[src/hdl/pas_pkg.sv]
`default_nettype none

package pas_pkg;

    localparam int MAX_POINTS = 64;
    localparam int COORD_BITS = 16;

    localparam int DIFF_W  = COORD_BITS + 1;
    localparam int PROD_W  = 2 * DIFF_W;
    localparam int CROSS_W = PROD_W + 1;
    localparam int DIST_W  = PROD_W;
    localparam int COUNT_W = $clog2(MAX_POINTS + 1);
    localparam int PHASE_W = $clog2(MAX_POINTS);

    typedef struct packed {
        logic signed [COORD_BITS-1:0] x_coord;
        logic signed [COORD_BITS-1:0] y_coord;
        logic                         final_point;
    } pas_in_t;

    typedef struct packed {
        logic signed [COORD_BITS-1:0] out_x;
        logic signed [COORD_BITS-1:0] out_y;
        logic                         end_of_set;
        logic                         dropped;
    } pas_out_t;

    typedef struct packed {
        logic                         valid;
        logic                         anchor;
        logic signed [COORD_BITS-1:0] x;
        logic signed [COORD_BITS-1:0] y;
        logic signed [DIFF_W-1:0]     dx;
        logic signed [DIFF_W-1:0]     dy;
        logic [DIST_W-1:0]            dist_sq;
    } pas_cell_t;

    typedef struct packed {
        logic load;
        logic diff;
        logic sq;
        logic sum;
        logic mul;
        logic swap;
        logic shift;
    } pas_ctrl_t;

endpackage

`default_nettype wire

[src/hdl/pas_cell.sv]
`default_nettype none

module pas_cell
    import pas_pkg::*;
(
    input  wire logic                         aclk,
    input  wire logic                         aresetn,
    input  wire pas_ctrl_t                    ctrl,
    input  wire logic                         pair_left,
    input  wire pas_cell_t                    left_cell,
    input  wire logic                         left_swap,
    input  wire pas_cell_t                    right_cell,
    input  wire logic signed [COORD_BITS-1:0] anchor_x,
    input  wire logic signed [COORD_BITS-1:0] anchor_y,
    output pas_cell_t                         cur_cell,
    output logic                              swap
);

    pas_cell_t                 cell_reg, cell_next;
    logic signed [PROD_W-1:0]  prod_a_reg, prod_a_next;
    logic signed [PROD_W-1:0]  prod_b_reg, prod_b_next;
    logic signed [DIFF_W-1:0]  op_a, op_b;
    logic signed [CROSS_W-1:0] xprod;
    logic [DIST_W-1:0]         dist_sum;
    logic                      goes_after;

    // shared multiplier pair: squares during prep, cross terms during sort
    assign op_a = ctrl.sq ? cell_reg.dx : right_cell.dy;
    assign op_b = ctrl.sq ? cell_reg.dy : right_cell.dx;

    assign prod_a_next = cell_reg.dx * op_a;
    assign prod_b_next = op_b * cell_reg.dy;

    assign xprod      = CROSS_W'(prod_a_reg) - CROSS_W'(prod_b_reg);
    assign dist_sum   = DIST_W'($unsigned(prod_a_reg)) + DIST_W'($unsigned(prod_b_reg));
    assign goes_after = (!xprod[CROSS_W-1] && (xprod != '0)) ||
                        ((xprod == '0) && (cell_reg.dist_sq > right_cell.dist_sq));

    // empty slots sort to the tail
    assign swap = pair_left && right_cell.valid && (!cell_reg.valid || goes_after);
    assign cur_cell = cell_reg;

    always_comb begin
        cell_next = cell_reg;
        if (ctrl.load) begin
            cell_next = left_cell;
        end
        if (ctrl.diff) begin
            cell_next.dx = DIFF_W'(cell_reg.x) - DIFF_W'(anchor_x);
            cell_next.dy = DIFF_W'(cell_reg.y) - DIFF_W'(anchor_y);
            if (cell_reg.anchor) begin
                cell_next.valid  = 1'b0;
                cell_next.anchor = 1'b0;
            end
        end
        if (ctrl.sum) begin
            cell_next.dist_sq = dist_sum;
        end
        if (ctrl.swap) begin
            if (swap) begin
                cell_next = right_cell;
            end else if (left_swap) begin
                cell_next = left_cell;
            end
        end
        if (ctrl.shift) begin
            cell_next = right_cell;
        end
    end

    always_ff @(posedge aclk) begin
        if (!aresetn) begin
            cell_reg.valid  <= 1'b0;
            cell_reg.anchor <= 1'b0;
        end else begin
            cell_reg <= cell_next;
        end
    end

    always_ff @(posedge aclk) begin
        if (ctrl.sq || ctrl.mul) begin
            prod_a_reg <= prod_a_next;
            prod_b_reg <= prod_b_next;
        end
    end

endmodule

`default_nettype wire
[config.mk]
export PLATFORM = sky130hd
export DESIGN_NAME = pas_cell
export DESIGN_NICKNAME = d
export VERILOG_FILES = /design/src/hdl/pas_pkg.sv /design/src/hdl/pas_cell.sv
export SDC_FILE = /design/constraint.sdc
export NUM_CORES = 2
export LEC_CHECK = 0
export BUFFER_PORTS_ARGS = -buffer_cell sky130_fd_sc_hd__buf_2
export CORE_MARGIN = 2
export CORE_UTILIZATION = 30
export CTS_CLUSTER_DIAMETER = 50
export CTS_CLUSTER_SIZE = 25
export DETAILED_ROUTE_END_ITERATION = 16
export HOLD_SLACK_MARGIN = 0.15
export PLACE_DENSITY = 0.54
export SYNTH_ARGS = -nofsm -noshare
export SYNTH_HDL_FRONTEND = slang
export SYNTH_SLANG_ARGS = --single-unit
[constraint.sdc]
create_clock -name aclk -period 8.45 [get_ports aclk]
set_input_delay 0.845 -clock aclk [delete_from_list [all_inputs] [get_ports aclk]]
set_output_delay 0.845 -clock aclk [all_outputs]
set_load 0.01 [all_outputs]
==> flow_summary.yaml <==
timing:
  fmax_mhz: 131
  skew_ns: 0.0230
  tightest_slew_ns: 1.23
  fin_crit_ns: 7.65
  fin_crit_sh: 0.905
  finalSetupViolations: 0
  slew_viol_final: 0
  fin_tns_setup_ns: 0
  hold_violations: 0
  grt_setup_unrepaired: "false"
  slew_headroom: 0.177
global_routing:
  grt_pass1_wl_um: 216000
  grt_pass1_vias: 32700
  antenna_found_initial: 22
  grt_util_all_layers: 0.222
  grt_max_degree: 76
  grt_overflow_total: 0
final_layout:
  finalInstanceArea_sq_um: 42400
  nNetsFinal: 5597
  drive_above_1_share: 0.126
  area_delta_synth_final_pct: 11.4
  largest_reg_flops: 102
  mostFrequentLayoutCells: "inv_1, fa_1, nand2_1"
  fin_cells: 6132
  fin_util: 0.337
  final_common_cell: "inv_1"
  fill_cells: 13200
clock_tree:
  cts_resized: 0
  cts_tree: "yes"
  root_buffer: "clkbuf_16"
  clock_latency_ns: 0.50
  cts.sinks: 170
  h-tree-depth: 4
  path_clk_slew_ns: 0.09
  cts_buffers: 17
  hold_buffers: 0
  post_cts_buffers: 0
  clockBufferDepth: 2
placed_design:
  placed_area_sq_um: 41700
  dp_cells: 6082
  hpwl_um: 119000
  place_congestion: 0.946
  io_buffers: 349
detailed_routing:
  drc: 0
  dr.pass1.iters: 8
  final_antenna_net_count: 0
  vias: 32300
  drt_iter0_markers: 3098
  avgRoutedWirePerCell_um: 23.6
  avgViaCountPerCell: 5.26
  wirelength_um: 145000
setup_path:
  worstRegToRegCells: 24
  regToRegSetupSlack_ns: 1.12
  endpoint: "prod_a_reg[30]"
  critPathArrivalTime_ns: 7.88
  start_kind: "primary input"
  critPathMaxFanout: 34
  cp-end-kind: "flop"
  rr_startpoint: "cur_cell[58]"
  path_class: "in -> reg"
  r2r-end: "prod_a_reg[30]"
  cp-startpoint: "ctrl[4]"
  required_ns: 8.68
die:
  die_h_um: 360
  dieArea_sq_um: 130000
  die_x_um: 360
  std_cell_rows: 130
  io_pins: 350
  coreArea_sq_um: 126000
  start_util: 0.302
logic_synthesis:
  ys_seq_area_frac: 0.134
  dominantRegCellSynth: "edfxtp_1"
  avgSynthCellArea_sq_um: 9.03
  synth_mux_area_frac: 0.0436
  synth_top_family_by_area: "adder cells"
  ys_warn_count: 0
  synth-edff-count: 168
  async_flop_share: 0
  syn_area_sq_um: 38000
  yosysUniqueCellTypes: 83
  synth_compound_gate_area_share: 0.138
  synthesis.instances: 4209
  syn_nets: 5355
  synth-simple-area-share: 0.141
  synth-adder-area-share: 0.414
  ys_seq_elements: 170
  synth_xor_area_frac: 0.0322
outcome:
  status: "finished, final reports clean"
job:
  cap_violations: 0
worst_hold_path:
  hp-class: "in -> reg"
-- critical path, cell delays in order --
cell,delay (ns)
buf_4,0.45
buf_4,0.27
buf_4,0.20
mux2_2,0.50
and2_1,0.23
fa_1,0.50
inv_1,0.05
fa_1,0.53
inv_1,0.06
fa_1,0.50
fa_1,0.43
fa_1,0.49
inv_1,0.05
fa_1,0.47
inv_1,0.04
ha_1,0.34
nor3_1,0.19
a211o_1,0.20
nor2_1,0.09
o41a_1,0.45
a221oi_1,0.54
mux2i_1,0.24
o2111ai_1,0.13
-- kinds of logic after synthesis --
kind of cell / Yosys count
DFF: 170
and+or+nand+nor: 1080
muxes: 158
xor gates and xnor gates: 140
adders and majority gates: 899
AOI/OAI and AO/OA: 770
buffers and inverters: 992
-- area by class of cell --
cell class              instances  area (sq um)  area share
diodes                         18          45.0     0.00106
clock buffers                  17           425      0.0100
well taps                    1650          2060      0.0487
multi-input cells            3047         29200       0.690
repair buffers                430          2390      0.0565
inverters                     785          2950      0.0696
clock inverters                15           184     0.00434
flip-flops and latches        170          5080       0.120
-- through the flow --
stage	hold slack [ns]	worst slack [ns]
2_1_floorplan	0.656	0.581
3_3_place_gp	0.749	0.421
3_5_place_dp	0.764	0.338
4_1_cts	0.636	0.866
5_1_grt	0.667	0.425
6_report	0.656	0.802
-- per-layer routing --
layer	share of wire	wire [um]	vias to the layer above	GRT usage
li1	-	-	14300	-
met1	0.43	61500	16400	0.303
met2	0.46	67000	1343	0.356
met3	0.083	12000	204	0.0448
met4	0.028	3990	4	0.0610
met5	0.00018	26	-	0
-- synthesized netlist by cell type, types with 96 or more instances --
library cell / instances / area share
clkbuf_1: 174 / 0.017
inv_1: 782 / 0.077
nor2b_1: 112 / 0.018
fa_1: 596 / 0.31
edfxtp_1: 168 / 0.13
and2_1: 203 / 0.033
ha_1: 303 / 0.10
nor2_1: 183 / 0.018
o21ai_0: 120 / 0.016
mux2i_1: 96 / 0.025
nand2_1: 353 / 0.035
xnor2_1: 118 / 0.027
a21oi_1: 219 / 0.029
-- worst min-delay path by stage --
stage               depth (start not counted)  slack [ns]            from       endpoint
floorplan                                   3        0.66   cur_cell[100]  cur_cell[101]
global placement                            3        0.75   cur_cell[100]  cur_cell[101]
detailed placement                          3        0.76   cur_cell[100]  cur_cell[101]
CTS                                         3        0.64  right_cell[29]   cur_cell[29]
global route                                3        0.67  right_cell[21]   cur_cell[21]
finish                                      3        0.66  right_cell[29]   cur_cell[29]
Power is not shown: default switching activity piles up to over one toggle a cycle in this logic, so the estimate is an artifact.
